<file path="config.mk">
export PLATFORM = sky130hd
export DESIGN_NAME = prime_filter_trial_division
export DESIGN_NICKNAME = d
export VERILOG_FILES = /design/src/design/pft_pkg.sv /design/src/design/pft_rem_unit.sv /design/src/design/prime_filter_trial_division.sv
export SDC_FILE = /design/constraint.sdc
export NUM_CORES = 1
export LEC_CHECK = 0
export BUFFER_PORTS_ARGS = -buffer_cell sky130_fd_sc_hd__buf_2
export CAP_MARGIN = 25
export CORE_MARGIN = 4
export CORE_UTILIZATION = 50
export CTS_BUF_LIST = sky130_fd_sc_hd__clkbuf_8
export CTS_CLUSTER_SIZE = 40
export DETAILED_ROUTE_END_ITERATION = 10
export GPL_TIMING_DRIVEN = 0
export PLACE_DENSITY = 0.71
export SETUP_SLACK_MARGIN = 0.5
export SYNTH_ARGS = -nofsm -noshare
export SYNTH_HDL_FRONTEND = slang
export SYNTH_SLANG_ARGS = --single-unit
</file>
<file path="constraint.sdc">
create_clock -name aclk -period 3.3 [get_ports aclk]
set_clock_uncertainty 0.1 [all_clocks]
set_input_delay 0.33 -clock aclk [delete_from_list [all_inputs] [get_ports aclk]]
set_output_delay 0.33 -clock aclk [all_outputs]
set_load 0.01 [all_outputs]
</file>
<file path="src/design/pft_pkg.sv">
// Package for the prime filter: default sizes and shared constants.
// No dependencies; imported by the top level, both checkers and the testbench.
`timescale 1ns / 1ps
`default_nettype none

package pft_pkg;

    // Default parameter values
    localparam int unsigned VALUE_WIDTH_DEF = 16;
    localparam int unsigned DEST_DEPTH_DEF  = 256;

    // Width of the slot field on the result port
    localparam int unsigned SLOT_W = 8;

    // Trial division starts here; values below it are not prime
    localparam int unsigned FIRST_DIVISOR = 2;

endpackage : pft_pkg

`default_nettype wire

</file>
<file path="src/design/pft_rem_unit.sv">
// Shared remainder unit: restoring bit-serial divider, one dividend bit per cycle.
// Standalone; instantiated by prime_filter_trial_division.
`timescale 1ns / 1ps
`default_nettype none

module pft_rem_unit #(
    parameter int unsigned W = 16
) (
    input  wire logic         aclk,
    input  wire logic         aresetn,
    input  wire logic         start,
    input  wire logic [W-1:0] dividend,
    input  wire logic [W-1:0] divisor,
    output logic              done,
    output logic [W-1:0]      remainder
);

    localparam int unsigned CW = $clog2(W + 1);

    logic [W-1:0]  rem_reg, rem_next;
    logic [W-1:0]  dvd_reg, dvd_next;
    logic [CW-1:0] cnt_reg, cnt_next;
    logic          busy_reg, busy_next;
    logic          done_reg, done_next;
    logic [W:0]    trial;

    // One restoring step: shift in the next dividend bit, subtract if it fits
    always_comb begin
        trial     = {rem_reg, dvd_reg[W-1]};
        rem_next  = rem_reg;
        dvd_next  = dvd_reg;
        cnt_next  = cnt_reg;
        busy_next = busy_reg;
        done_next = 1'b0;
        if (start) begin
            rem_next  = '0;
            dvd_next  = dividend;
            cnt_next  = CW'(W);
            busy_next = 1'b1;
        end else if (busy_reg) begin
            if (trial >= {1'b0, divisor}) begin
                rem_next = W'(trial - {1'b0, divisor});
            end else begin
                rem_next = trial[W-1:0];
            end
            dvd_next = dvd_reg << 1;
            cnt_next = cnt_reg - 1'b1;
            if (cnt_reg == CW'(1)) begin
                busy_next = 1'b0;
                done_next = 1'b1;
            end
        end
    end

    // Control state
    always_ff @(posedge aclk) begin
        if (!aresetn) begin
            busy_reg <= 1'b0;
            done_reg <= 1'b0;
            cnt_reg  <= '0;
        end else begin
            busy_reg <= busy_next;
            done_reg <= done_next;
            cnt_reg  <= cnt_next;
        end
    end

    // Datapath
    always_ff @(posedge aclk) begin
        rem_reg <= rem_next;
        dvd_reg <= dvd_next;
    end

    assign done      = done_reg;
    assign remainder = rem_reg;

endmodule : pft_rem_unit

`default_nettype wire

</file>
<file path="src/design/prime_filter_trial_division.sv">
// Channel | ports                                   | direction
// s_      | s_valid s_ready s_value s_last_in_array  | item in
// m_      | m_valid m_ready m_keep m_prime_value     | result out
//         | m_slot m_overflow m_end_of_array         |
//
// One item at a time. An item tries divisors 2, 3, ... while d*d <= value,
// stopping early when a divisor is found; each divisor takes one pass of the
// bit-serial remainder unit. Values below 2 go straight to the result.
// Reset is synchronous, active low, and clears the prime count.
// A stalled result is held in the output register while the next item runs.
//
// Top level of the trial-division prime filter; uses pft_pkg and pft_rem_unit.
`timescale 1ns / 1ps
`default_nettype none

module prime_filter_trial_division
    import pft_pkg::*;
#(
    parameter int unsigned VALUE_WIDTH = VALUE_WIDTH_DEF,
    parameter int unsigned DEST_DEPTH  = DEST_DEPTH_DEF
) (
    input  wire logic                   aclk,
    input  wire logic                   aresetn,
    input  wire logic                   s_valid,
    output logic                        s_ready,
    input  wire logic [VALUE_WIDTH-1:0] s_value,
    input  wire logic                   s_last_in_array,
    output logic                        m_valid,
    input  wire logic                   m_ready,
    output logic                        m_keep,
    output logic [VALUE_WIDTH-1:0]      m_prime_value,
    output logic [SLOT_W-1:0]           m_slot,
    output logic                        m_overflow,
    output logic                        m_end_of_array
);

    localparam int unsigned W     = VALUE_WIDTH;
    localparam int unsigned CNT_W = $clog2(DEST_DEPTH + 1);

    typedef enum logic [3:0] {
        ST_IDLE   = 4'b0001,
        ST_CHECK  = 4'b0010,
        ST_DIVIDE = 4'b0100,
        ST_FINISH = 4'b1000
    } state_t;

    state_t         state_reg, state_next;
    logic [W-1:0]   v_reg, v_next;
    logic           last_reg, last_next;
    logic [W-1:0]   d_reg, d_next;
    logic [W:0]     dsq_reg, dsq_next;
    logic           prime_reg, prime_next;
    logic [CNT_W-1:0] count_reg, count_next;
    logic           m_valid_reg, m_valid_next;
    logic           keep_reg, keep_next;
    logic [W-1:0]   val_out_reg, val_out_next;
    logic [SLOT_W-1:0] slot_reg, slot_next;
    logic           ovf_reg, ovf_next;
    logic           eoa_reg, eoa_next;

    logic           div_start;
    logic           div_done;
    logic [W-1:0]   div_rem;
    logic           full;
    logic [CNT_W-1:0] slot_wide;
    logic           in_accept;

    pft_rem_unit #(.W(W)) u_rem (
        .aclk      (aclk),
        .aresetn   (aresetn),
        .start     (div_start),
        .dividend  (v_reg),
        .divisor   (d_reg),
        .done      (div_done),
        .remainder (div_rem)
    );

    assign in_accept = s_valid && s_ready;
    assign full      = (count_reg >= CNT_W'(DEST_DEPTH));
    assign slot_wide = full ? CNT_W'(DEST_DEPTH - 1) : count_reg;

    // Sequencer: walk divisors while d*d <= value, one remainder per divisor
    always_comb begin
        state_next   = state_reg;
        v_next       = v_reg;
        last_next    = last_reg;
        d_next       = d_reg;
        dsq_next     = dsq_reg;
        prime_next   = prime_reg;
        count_next   = count_reg;
        m_valid_next = m_valid_reg;
        keep_next    = keep_reg;
        val_out_next = val_out_reg;
        slot_next    = slot_reg;
        ovf_next     = ovf_reg;
        eoa_next     = eoa_reg;
        div_start    = 1'b0;

        if (m_valid_reg && m_ready) begin
            m_valid_next = 1'b0;
        end

        unique case (state_reg)
            ST_IDLE: begin
                if (in_accept) begin
                    v_next    = s_value;
                    last_next = s_last_in_array;
                    d_next    = W'(FIRST_DIVISOR);
                    dsq_next  = (W + 1)'(FIRST_DIVISOR * FIRST_DIVISOR);
                    if (s_value < W'(FIRST_DIVISOR)) begin
                        prime_next = 1'b0;
                        state_next = ST_FINISH;
                    end else begin
                        state_next = ST_CHECK;
                    end
                end
            end
            ST_CHECK: begin
                if (dsq_reg > {1'b0, v_reg}) begin
                    prime_next = 1'b1;
                    state_next = ST_FINISH;
                end else begin
                    div_start  = 1'b1;
                    state_next = ST_DIVIDE;
                end
            end
            ST_DIVIDE: begin
                if (div_done) begin
                    if (div_rem == '0) begin
                        prime_next = 1'b0;
                        state_next = ST_FINISH;
                    end else begin
                        // (d+1)^2 = d^2 + 2d + 1
                        d_next     = d_reg + 1'b1;
                        dsq_next   = dsq_reg + {d_reg, 1'b1};
                        state_next = ST_CHECK;
                    end
                end
            end
            ST_FINISH: begin
                // Load the output register once it is free
                if (!m_valid_reg || m_ready) begin
                    m_valid_next = 1'b1;
                    keep_next    = prime_reg && !full;
                    ovf_next     = prime_reg && full;
                    val_out_next = v_reg;
                    slot_next    = SLOT_W'(slot_wide);
                    eoa_next     = last_reg;
                    if (last_reg) begin
                        count_next = '0;
                    end else if (prime_reg && !full) begin
                        count_next = count_reg + 1'b1;
                    end
                    state_next = ST_IDLE;
                end
            end
            default: begin
                state_next = ST_IDLE;
            end
        endcase
    end

    // Control state
    always_ff @(posedge aclk) begin
        if (!aresetn) begin
            state_reg   <= ST_IDLE;
            count_reg   <= '0;
            m_valid_reg <= 1'b0;
        end else begin
            state_reg   <= state_next;
            count_reg   <= count_next;
            m_valid_reg <= m_valid_next;
        end
    end

    // Payload
    always_ff @(posedge aclk) begin
        v_reg       <= v_next;
        last_reg    <= last_next;
        d_reg       <= d_next;
        dsq_reg     <= dsq_next;
        prime_reg   <= prime_next;
        keep_reg    <= keep_next;
        val_out_reg <= val_out_next;
        slot_reg    <= slot_next;
        ovf_reg     <= ovf_next;
        eoa_reg     <= eoa_next;
    end

    assign s_ready        = (state_reg == ST_IDLE);
    assign m_valid        = m_valid_reg;
    assign m_keep         = keep_reg;
    assign m_prime_value  = val_out_reg;
    assign m_slot         = slot_reg;
    assign m_overflow     = ovf_reg;
    assign m_end_of_array = eoa_reg;

endmodule : prime_filter_trial_division

`default_nettype wire

</file>
## Yosys cells after proc, flatten, opt, wreduce, memory -nomap -nowiden

Cells that the tools add are included.

- Logic and storage cells: 99
- Register bits: 131
- Output and inout port bits: 29

- Equality and inequality tests: 12
- Bitwise logic cells: 2
- Reduce and logical (&&, ||, !) cells: 20
- Magnitude comparators: 4
- $add $sub $neg: 5
- Multiplexer cells: 37

Operators with widths:

| cell | number |
|---|---|
| $mux W16 | 6 |
| $mux W17 | 3 |
| $pmux W17 S2 | 1 |
| $pmux W16 S2 | 1 |
| $mux W4 | 6 |
| $mux W9 | 2 |
| $add A17 B17 Y17 | 1 |
| $ge A17 B16 Y1 | 1 |
| $gt A17 B16 Y1 | 1 |
| $add A16 B1 Y16 const B | 1 |
| $logic_not A16 Y1 | 1 |
| $lt A16 B2 Y1 const B | 1 |
| $pmux W4 S4 | 1 |
| $sub A16 B16 Y16 | 1 |
| $mux W1 | 14 |
| $mux W5 | 2 |
| $add A9 B1 Y9 const B | 1 |
| $ge A9 B9 Y1 const B | 1 |
| $ne A2 B2 Y1 const B | 4 |
| $ne A2 B1 Y1 const B | 3 |
| $reduce_and A3 Y1 | 2 |
| $reduce_and A6 Y1 | 1 |
| $reduce_bool A2 Y1 | 3 |
| $eq A5 B1 Y1 const B | 1 |
| 15 further kinds | 21 |

## Depth between registers and ports, before layout

Gate-level depths: netlist of the first run.

- Depth after elaboration: 5
- Depth in mapped cells: 11
- Gate-level depth less buffers: 11

## Cells and area by module

A second synthesis of the first run with hierarchy kept.

- Cell total of the unflattened synthesis: 711
- Area total of the unflattened synthesis: 7417.1 um^2

By module, submodules not included:

| module | instances | cells an instance | sequential area each (um^2) | area each (um^2) |
|---|---|---|---|---|
| prime_filter_trial_division | 1 | 422 | 2622.5 | 4757.1 |
| pft_rem_unit | 1 | 289 | 940.9 | 2660.1 |

## Worst setup path before layout of the first run

No wires, ideal clock.

- Path type: reg-to-reg
- Start: register state_reg[1]
- End: register d_reg[0] (enable)
- Data arrival time: 2.751 ns
- Path slack: 0.015 ns
- Buffers on the path: 0
- Stages on the path, launching flop included: 4
- Cell sequence: dfxtp_1 nor4b_1 nand2_1 a21oi_1

- Longest elaborated chain between the ends: 4
- Elaborated cells between the ends (all ways): 8

Ends and longest elaborated chain:

| item | line | text |
|---|---|---|
| start: declaration | prime_filter_trial_division.sv:47 | `state_t state_reg, state_next;` |
| start signal: assignment | prime_filter_trial_division.sv:170 | `state_reg <= state_next;` |
| $eq A4 B1 Y1 (*) | prime_filter_trial_division.sv:190 | `assign s_ready = (state_reg == ST_IDLE);` |
| net s_ready | prime_filter_trial_division.sv:25 | `output logic s_ready,` |
| $logic_and A1 B1 Y1 | prime_filter_trial_division.sv:78 | `assign in_accept = s_valid && s_ready;` |
| $ne A2 B1 Y1 (no source line) | -- |  |
| $reduce_and A4 Y1 (no source line) (*) | -- |  |
| end signal: assignment | prime_filter_trial_division.sv:180 | `d_reg <= d_next;` |
| end: declaration | prime_filter_trial_division.sv:50 | `logic [W-1:0] d_reg, d_next;` |

Mark *: on every way through the listed nets, which the timed path passes. The rest lies on a longest branch.
A chain may end at the register's enable or synchronous reset.

## Worst setup path in the final report of the first run

- Start: register d_reg[1]
- End: register u_rem.rem_reg[11] (netlist: u_rem.remainder[11])

- Longest elaborated chain between the ends: 2
- Elaborated cells between the ends (all ways): 3

Ends and longest elaborated chain:

| item | line | text |
|---|---|---|
| $sub A16 B16 Y16 / $ge A17 B16 Y1 (equally long branches) | pft_rem_unit.sv:42, pft_rem_unit.sv:41 |  |
| $mux W16 (*) | pft_rem_unit.sv:41 | `if (trial >= {1'b0, divisor}) begin` |
| end signal: assignment | pft_rem_unit.sv:70 | `rem_reg <= rem_next;` |
| end: declaration | pft_rem_unit.sv:20 | `logic [W-1:0] rem_reg, rem_next;` |

Mark *: on every way between the ends. The rest lies on a longest branch, timed or not.

==> results of run 1 <==
[repair_timing]
action | in CTS | in global routing
hold endpoints to repair | 17 | 0
setup buffers | 5 | 25
resized for setup | 14 | 33
hold buffers | 17 | 0
setup endpoints to repair | 45 | 46
pin swaps | 5 | 15
gates cloned | 0 | 1
[area by class of cell]
| cell class | count | area (um2) | share of cell area [%] |
|---|---|---|---|
| sequential | 131 | 3560 | 40.6 |
| multi-input combinational | 463 | 3520 | 40.1 |
| timing repair buffer | 99 | 721 | 8.22 |
| clock buffer | 17 | 234 | 2.67 |
| tap | 180 | 225 | 2.57 |
| clock inverter | 15 | 203 | 2.31 |
| inverter | 47 | 176 | 2.01 |
| buffer | 15 | 129 | 1.47 |
[cells by family (layout without fill, tap and decap cells)]
logic type,count (synthesis),after routing,share of synthesized area (%)
AO/OA/AOI/OAI,118,118,12.3
XOR/XNOR,45,45,5.50
adder cells (fa/ha/maj),54,54,9.65
buffers and inverters,62,193,4.09
flip-flops,131,131,49.8
multiplexers,17,17,2.64
AND/OR/NAND/NOR,229,229,16.1
[critical path, stage by stage (launching register included)]
cell and delay [ns]:
edfxtp_1 0.45, inv_2 0.11, ha_4 0.21, nor2b_4 0.13
o31a_4 0.29, o21ai_4 0.21, a21oi_4 0.10, a211oi_4 0.35
o21a_2 0.24, buf_8 0.14, nand2_2 0.06, a311oi_2 0.28
[final timing paths]
kind               startpoint                   to  slack (ns)  cells after the start
max                  d_reg[1]  u_rem.remainder[11]        0.53                     11
min                   aresetn         state_reg[0]        0.03                      2
max reg2reg          d_reg[1]  u_rem.remainder[11]        0.53                     11
min reg2reg  u_rem.cnt_reg[1]     u_rem.cnt_reg[1]        0.40                      2
[cell usage after synthesis (2+ instances only)]
cell type	n
a211oi_1	5
a21o_1	11
a21oi_1	30
a311oi_1	3
a311oi_2	8
a31oi_1	4
and2_1	4
and2b_1	2
and3_1	8
and4_1	4
buf_6	6
clkbuf_1	5
dfxtp_1	37
edfxtp_1	94
fa_1	2
ha_1	52
inv_1	46
mux2_2	15
mux2i_1	2
nand2_1	39
nand2_2	4
nand2b_1	10
nand3_1	18
nand3b_1	6
nand4_1	12
nor2_1	78
nor2b_1	9
nor3_1	5
nor4_1	10
nor4b_1	3
o211ai_1	5
o21a_1	4
o21a_2	2
o21ai_0	19
o21bai_1	5
o311a_1	4
o31ai_1	2
o41ai_1	2
or2_2	10
or3_1	2
xnor2_1	29
xor2_1	16
[power breakdown]
group          total (mW)  leakage (nW)  internal, mW  switching (mW)
logic                2.22          2.11          1.05            1.17
clock network        1.50         0.209         0.828           0.667
registers            2.12          1.17          1.94           0.177
[stage by stage]
step / instances / util [%] / power [mW] / hold slack, ns / cell area (um2)
after global routing: 967 / 62.9 / 6.11 / 0.0378 / 8770
after CTS: 941 / 60.2 / 5.47 / 0.0166 / 8400
final: 967 / 62.9 / 5.83 / 0.0344 / 8770
after floorplan: 656 / - / 3.47 / 0.306 / 7170
after detailed placement: 887 / 55.2 / 3.88 / 0.368 / 7690
after global placement: 885 / 54.8 / 3.79 / 0.374 / 7640
[per-layer routing]
layer	routed length, um	global-route usage [%]	up-vias
met5	0	0	-
met1	6850	23.4	2567
met4	365	6.43	0
met2	7990	33.6	124
li1	-	-	2628
met3	846	5.13	32
==> out/results.txt, run 1 <==
Worst slew pin tran -> 0.898 ns
Final Hold Fails -> 0
Vias per cell -> 5.53
Initial antenna violation count -> 0
Fin Setup TNS -> 0 ns
Port Buffer Count -> 49
Final setup viols -> 0
Post-DP HPWL -> 11.4 mm
Commonest register cell after synthesis -> edfxtp_1
HP Class -> input port to flop
Number of flip-flops under the largest register name -> 17
Fin crit period -> 2.77 ns
Gr usage total -> 19.3%
Largest net degree at the start of global routing -> 22
Core Rows -> 43
Drt drc -> 0
RePlAce Congestion -> 0.893
Drt total wl -> 16.0 mm
Final Max Tran Viols -> 0
Crit path capture type -> flop
Layout cells sized above 1 -> 26.0%
Number of global-route vias before repair -> 5186
Post-place setup slack -> 0.252 ns
Critical path type -> flop to flop
Synth Net Count -> 731
Most frequent cells in the layout -> 94 x edfxtp_1, 78 x nor2_1, 49 x buf_2
EDFF count, synth -> 94
Core area -> 13900 um2
Post-Synthesis Cells -> 656
Layout Nets -> 849
Yosys Warn Count -> 0
P_leak -> 3.49 nW
Max clock buf depth -> 2
Top cells by area, synth -> edfxtp_1 39%, dfxtp_1 10%, ha_1 9.1%, nor2_1 4.1%, xnor2_1 3.5%
Fillers -> 1088
IO Count -> 50
Most common cell after layout, fill and taps aside -> edfxtp_1
Asr flop ratio synth -> 0%
DR iter-0 viols -> 208
Required time worst endpoint -> 3.55 ns
Die Y -> 128 um
N_diodes -> 0
Headroom to the max-slew limit -> 39.6%
Detailed-route via count -> 5351
CTS tree -> yes
Synth top area share -> 39.4%
Synthesis-stage register bit count -> 131
CTS Sinks -> 131
Die boundary width -> 128 um
Worst-path clk slew -> 0.08 ns
Critical Path Source Type -> flop
H-tree depth -> 4
Maxcap violations -> 0
Num CTS Buffers -> 17
Clk_lat worst skew -> 0.45 ns
Synth cell types -> 66
Global-route wire length before repair -> 25.0 mm
Post-Syn Area per Cell -> 10.9 um2
Die ar. -> 16300 um2
FMAX -> 0.361 GHz
Wire per inst -> 16.6 um
Initial Util -> 51.4%
Gr ovfl total -> 0
Largest area contributor in the netlist -> edfxtp_1
P&R area growth vs syn -> 22.5%
Unrepaired setup endpoints after global routing -> true
WP data arrival -> 3.03 ns
Setup WS post-layout -> 0.528 ns
Pwr per Cell Area -> 665 nW/um2
Post-route ant nets -> 0
Worst Path Max Fanout -> 5
Cell Area, Synth -> 7160 um2
Initial DRT Pass Iterations -> 5
Tcrit/Tclk final -> 84.0%
Clk root buf -> clkbuf_8
Outcome -> complete, no violations
Post-synthesis sequential area ratio -> 49.8%
Worst IR Drop VDD -> 0.566 mV
Power figures use the tool's default switching activity.
==> run 2: changes to the inputs <==
==> constraint.sdc (replaced) <==
create_clock -name aclk -period 2.77 [get_ports aclk]
set_clock_uncertainty 0.1 [all_clocks]
set_input_delay 0.277 -clock aclk [delete_from_list [all_inputs] [get_ports aclk]]
set_output_delay 0.277 -clock aclk [all_outputs]
set_load 0.01 [all_outputs]
==> run 2 against run 1 <==
Clock power rose by 13%. Wire length rose by 29%. Sequential share of layout area fell by 5.0 points. Setup slack worse by 0.38 ns. First-iteration DRC count grew to 2.8 times the previous value. Via count rose by 12%. Clock-buffer cell count unchanged. Core utilization increased by 8.7 points. Die area unchanged. Cell count rose by 6.8%. Critical endpoint is now u_rem.remainder[10]. Largest power group unchanged.
==> out/results.txt, run 2 (synthesis gave the netlist of run 1 again) <==
IO Count -> 50
Clk_lat worst skew -> 0.46 ns
Core area -> 13900 um2
Detailed-route via count -> 5977
Worst slew pin tran -> 0.779 ns
Die boundary width -> 128 um
Outcome -> complete, no violations
Crit-path leading delay family -> compound AO/OA/AOI/OAI gates
Crit path capture type -> flop
FMAX -> 0.382 GHz
Maxcap violations -> 0
Critical Path, Cell by Cell -> buf_6, buf_6, fa_2, nor2b_4, o31ai_4, a21oi_2, a21oi_2, o21bai_1, xor2_1, mux2i_1, a211oi_1
Fin Setup TNS -> 0 ns
H-tree depth -> 4
Number of flip-flops under the largest register name -> 17
Most frequent cells in the layout -> 94 x edfxtp_1, 76 x nor2_1, 68 x buf_4
P&R area growth vs syn -> 39.5%
Worst IR Drop VDD -> 0.702 mV
Port Buffer Count -> 49
Most common cell after layout, fill and taps aside -> edfxtp_1
CTS Sinks -> 131
Layout cells sized above 1 -> 39.9%
RePlAce Congestion -> 0.887
Max clock buf depth -> 2
Required time worst endpoint -> 3.04 ns
Delay of the slowest cell on the worst path -> 0.44 ns
HP Class -> input port to flop
Num CTS Buffers -> 17
Global-route wire length before repair -> 29.6 mm
CP max-delay cell -> edfxtp_1
Pwr per Cell Area -> 761 nW/um2
Fin crit period -> 2.62 ns
Final Max Tran Viols -> 0
Layout Nets -> 915
Total power -> 7.60 mW
Worst-path clk slew -> 0.08 ns
Fillers -> 870
Post-DP HPWL -> 11.7 mm
Drt drc -> 0
Initial DRT Pass Iterations -> 7
CTS tree -> yes
Critical Path Source Type -> flop
Die Y -> 128 um
Final setup viols -> 0
Worst Path Max Fanout -> 4
N_diodes -> 0
Number of global-route vias before repair -> 5879
Headroom to the max-slew limit -> 47.8%
Clk root buf -> clkbuf_8
P_leak -> 3.96 nW
Post-route ant nets -> 0
Core Rows -> 43
Final Hold Fails -> 0
Initial antenna violation count -> 0
Crit path buf inv count -> 2
Finished Layout Cells -> 1033
DR iter-0 viols -> 578
Critical path type -> flop to flop
Vias per cell -> 5.79
Initial Util -> 51.4%
Tcrit/Tclk final -> 94.5%
Largest net degree at the start of global routing -> 18
Gr ovfl total -> 0
Die ar. -> 16300 um2
Gr usage total -> 23.2%
Placed cells -> 885
Unrepaired setup endpoints after global routing -> true
Drt total wl -> 20.7 mm
Wire per inst -> 20.0 um
WP data arrival -> 2.88 ns
## run 2: cell types whose count changed in the layout (fill, tap and decap cells not counted), moves of 15 or more
cell	before	now
buf_6	4	22
ha_1	45	27
buf_4	30	68
ha_4	3	22
mux2_2	15	0
mux2_4	0	15
## run 2: path summary, 6_finish.rpt
path | start | end | slack (ns) | depth (start not counted)
max | d_reg[1] | u_rem.remainder[10] | 0.15 | 11
min | m_ready | m_valid | 0.19 | 3
max reg2reg | d_reg[1] | u_rem.remainder[10] | 0.15 | 11
min reg2reg | u_rem.remainder[15] | u_rem.remainder[15] | 0.42 | 2
## run 2: timing repair
action	CTS	global route
pin swaps	41	49
endpoints found under the setup margin	106	89
endpoints found under the hold margin	21	0
cloned	5	2
setup buffers	59	32
resized for setup	84	64
hold buffers	18	0
## run 2: area by class of cell
type	instances	area, um2	share of cell area [%]
multi-input combinational	466	4140	41.5
sequential	131	3560	35.7
timing repair buffer	162	1330	13.4
clock buffer	17	234	2.34
tap	180	225	2.26
inverter	47	183	1.83
clock inverter	15	170	1.70
buffer	15	136	1.37
## run 2: per-stage QoR
step           utilization, %  setup slack, ns  area, um2  hold WS, ns
5_1_grt                  71.7           0.0390       9990        0.208
3_3_place_gp             56.0           -0.127       7810        0.356
6_report                 71.7            0.152       9990        0.186
2_1_floorplan               -            0.250       7340        0.253
4_1_cts                  67.2            0.206       9370        0.166
3_5_place_dp             56.0           -0.138       7810        0.356
## run 2: per-layer routing
metal | vias to the layer above | routed length (um) | part of all wire (%) | GRT usage, %
met3 | 81 | 993 | 4.8 | 4.58
met5 | - | 0 | 0 | 0
met1 | 2908 | 8150 | 39 | 27.7
met4 | 0 | 934 | 4.5 | 10.9
li1 | 2765 | - | - | -
met2 | 223 | 10600 | 51 | 40.4
## run 2: worst min-delay path: cells and delay by family
kind	cells	cell delay (ns)
AND/OR/NAND/NOR	1	0.22
AO/OA/AOI/OAI	1	0.12
buffers and inverters	1	0.07
## run 2: power by group
group / internal [mW] / switching (mW) / leakage [nW] / total, mW
Sequential: 2.31 / 0.260 / 1.18 / 2.57
Combinational: 1.67 / 1.68 / 2.58 / 3.34
Clock: 0.824 / 0.866 / 0.200 / 1.69
==> run 3: changes to the inputs <==
==> constraint.sdc (replaced) <==
create_clock -name aclk -period 2.7 [get_ports aclk]
set_clock_uncertainty 0.1 [all_clocks]
set_input_delay 0.27 -clock aclk [delete_from_list [all_inputs] [get_ports aclk]]
set_output_delay 0.27 -clock aclk [all_outputs]
set_load 0.01 [all_outputs]
==> run 3 against run 2 <==
Setup slack lost 0.14 ns. Hold slack lost 0.044 ns. Largest cell class unchanged. Register-to-register slack lost 0.14 ns. Sequential cell count is the same. Highest routed layer unchanged. Fmax shrank 2.6%. Non-clock buffer count shrank 7. Clock-buffer cell count is the same. Critical endpoint is now u_rem.remainder[0]. Design area shrank 1.5%. Critical path depth is the same. Cell count shrank 0.58%. Wire length shrank 4.2%. First-iteration DRC count shrank 37%.
==> out/results.txt, run 3 (synthesis gave the netlist of run 1 again) <==
Number of global-route vias before repair -> 5881
H-tree depth -> 4
Drt total wl -> 19.8 mm
Critical path type -> flop to flop
Headroom to the max-slew limit -> 47.6%
Die boundary width -> 128 um
Gr usage total -> 23.3%
Clk_lat worst skew -> 0.46 ns
Wire per inst -> 19.3 um
DR top layer -> met4
Core area -> 13900 um2
Max clock buf depth -> 2
Hold Crit Start -> m_ready
Unrepaired setup endpoints after global routing -> true
Die Y -> 128 um
Largest net degree at the start of global routing -> 18
Final Max Tran Viols -> 0
Post-DP HPWL -> 11.3 mm
Critical Path, Cell by Cell -> inv_2, ha_4, nor2b_4, o31a_4, o21ai_4, a21oi_4, a211oi_2, buf_4, o21ai_4, buf_6, o311a_1
Detailed-route via count -> 5883
P&R area growth vs syn -> 37.3%
Delay of the slowest cell on the worst path -> 0.45 ns
Worst R2R Start -> d_reg[1]
Worst Path Max Fanout -> 6
Fin Setup TNS -> 0 ns
Outcome -> complete, no violations
Hold depth -> 3
Num CTS Buffers -> 17
Critical Path Source Type -> flop
Vias per cell -> 5.73
Die ar. -> 16300 um2
Hold Slack -> 0.142 ns
Initial DRT Pass Iterations -> 5
Layout cells sized above 1 -> 39.1%
CP max-delay cell -> edfxtp_1
Pwr per Cell Area -> 770 nW/um2
Worst-case reg-to-reg path depth -> 11
WP data arrival -> 2.92 ns
Most frequent cells in the layout -> 94 x edfxtp_1, 73 x nor2_1, 67 x buf_4
Core Util, Final -> 70.6%
Crit-path leading delay family -> compound AO/OA/AOI/OAI gates
Worst IR Drop VDD -> 0.620 mV
DR iter-0 viols -> 366
Port Buffer Count -> 49
N_diodes -> 0
Core Rows -> 43
Fin crit period -> 2.69 ns
Critical path depth -> 11
Number of flip-flops under the largest register name -> 17
P_leak -> 3.89 nW
Worst-path clk slew -> 0.08 ns
Tcrit/Tclk final -> 99.6%
Initial Util -> 51.4%
CTS tree -> yes
Gr ovfl total -> 0
WL met1 -> 8.02 mm
Maxcap violations -> 0
Required time worst endpoint -> 2.93 ns
CP startpoint -> d_reg[1]
Drt drc -> 0
Final Hold Fails -> 0
CP dominant cell by count -> o21ai_4
Most common cell after layout, fill and taps aside -> edfxtp_1
CTS Sinks -> 131
Post-route ant nets -> 0
Wire length on met3 -> 978 um
Global-route wire length before repair -> 29.8 mm
Fillers -> 904
Crit path buf inv count -> 3
HP Class -> input port to flop
IO Count -> 50
Initial antenna violation count -> 0
Met2 WL -> 10.1 mm
Worst slew pin tran -> 0.783 ns
RePlAce Congestion -> 0.883
Crit path capture type -> flop
Clk root buf -> clkbuf_8
Layout Nets -> 909
FMAX -> 0.372 GHz
Final setup viols -> 0
==> run 3: cell types whose count changed in the layout (fill, tap and decap cells not counted), sizes merged <==
cell,previous run,this run
inv,52,49
bufinv,2,1
clkinvlp,3,4
o21ai,21,22
buf,151,144
clkinv,5,8
==> run 3: worst register-to-register path: cells and delay by family (launching register included) <==
kind / cells / cell delay (ns)
buf+inv: 3 / 0.47
flops: 1 / 0.45
compound gates: 6 / 1.22
simple gates: 1 / 0.12
fa+ha+maj: 1 / 0.20
==> run 3: final cells by class <==
| class | instances | area (um2) | share of cell area [%] |
|---|---|---|---|
| Sequential cell | 131 | 3560 | 36.2 |
| Clock buffer | 17 | 234 | 2.38 |
| Buffer | 15 | 136 | 1.39 |
| Clock inverter | 15 | 130 | 1.32 |
| Tap cell | 180 | 225 | 2.29 |
| Multi-Input combinational cell | 467 | 4150 | 42.2 |
| Timing Repair Buffer | 155 | 1220 | 12.4 |
| Inverter | 47 | 183 | 1.86 |
==> run 3: routing by layer <==
layer	global-route usage [%]	up-vias
met5	0	-
met4	10.6	0
met3	5.54	52
met2	39.2	188
met1	28.4	2890
li1	-	2753
==> run 3: path summary, 6_finish.rpt <==
path / endpoint / slack [ns]
setup / recovery: u_rem.remainder[0] / 0.01
hold / removal: m_valid / 0.14
setup reg to reg: u_rem.remainder[0] / 0.01
hold reg to reg: m_prime_value[3] / 0.40
==> run 3: metrics by stage <==
step	std cells	setup slack, ns	instance area (um2)	power [mW]
3_5_place_dp	885	-0.162	7810	4.82
5_1_grt	1027	-0.0792	9830	7.96
3_3_place_gp	885	-0.186	7810	4.72
2_1_floorplan	656	0.180	7340	4.31
4_1_cts	993	0.118	9300	7.21
6_report	1027	0.0111	9830	7.57
==> run 3: where the power goes <==
group / internal (mW) / leakage [nW] / switching (mW) / total, mW
clock: 0.729 / 0.181 / 0.835 / 1.56
combinational: 1.67 / 2.53 / 1.69 / 3.36
sequential: 2.37 / 1.18 / 0.280 / 2.65
==> run 3: repair_timing <==
action	CTS	global route
pin swaps	48	38
hold buffers	18	0
endpoints found under the hold margin	18	0
resized for setup	90	52
setup buffers	52	33
gates cloned	6	1
endpoints found under the setup margin	108	89
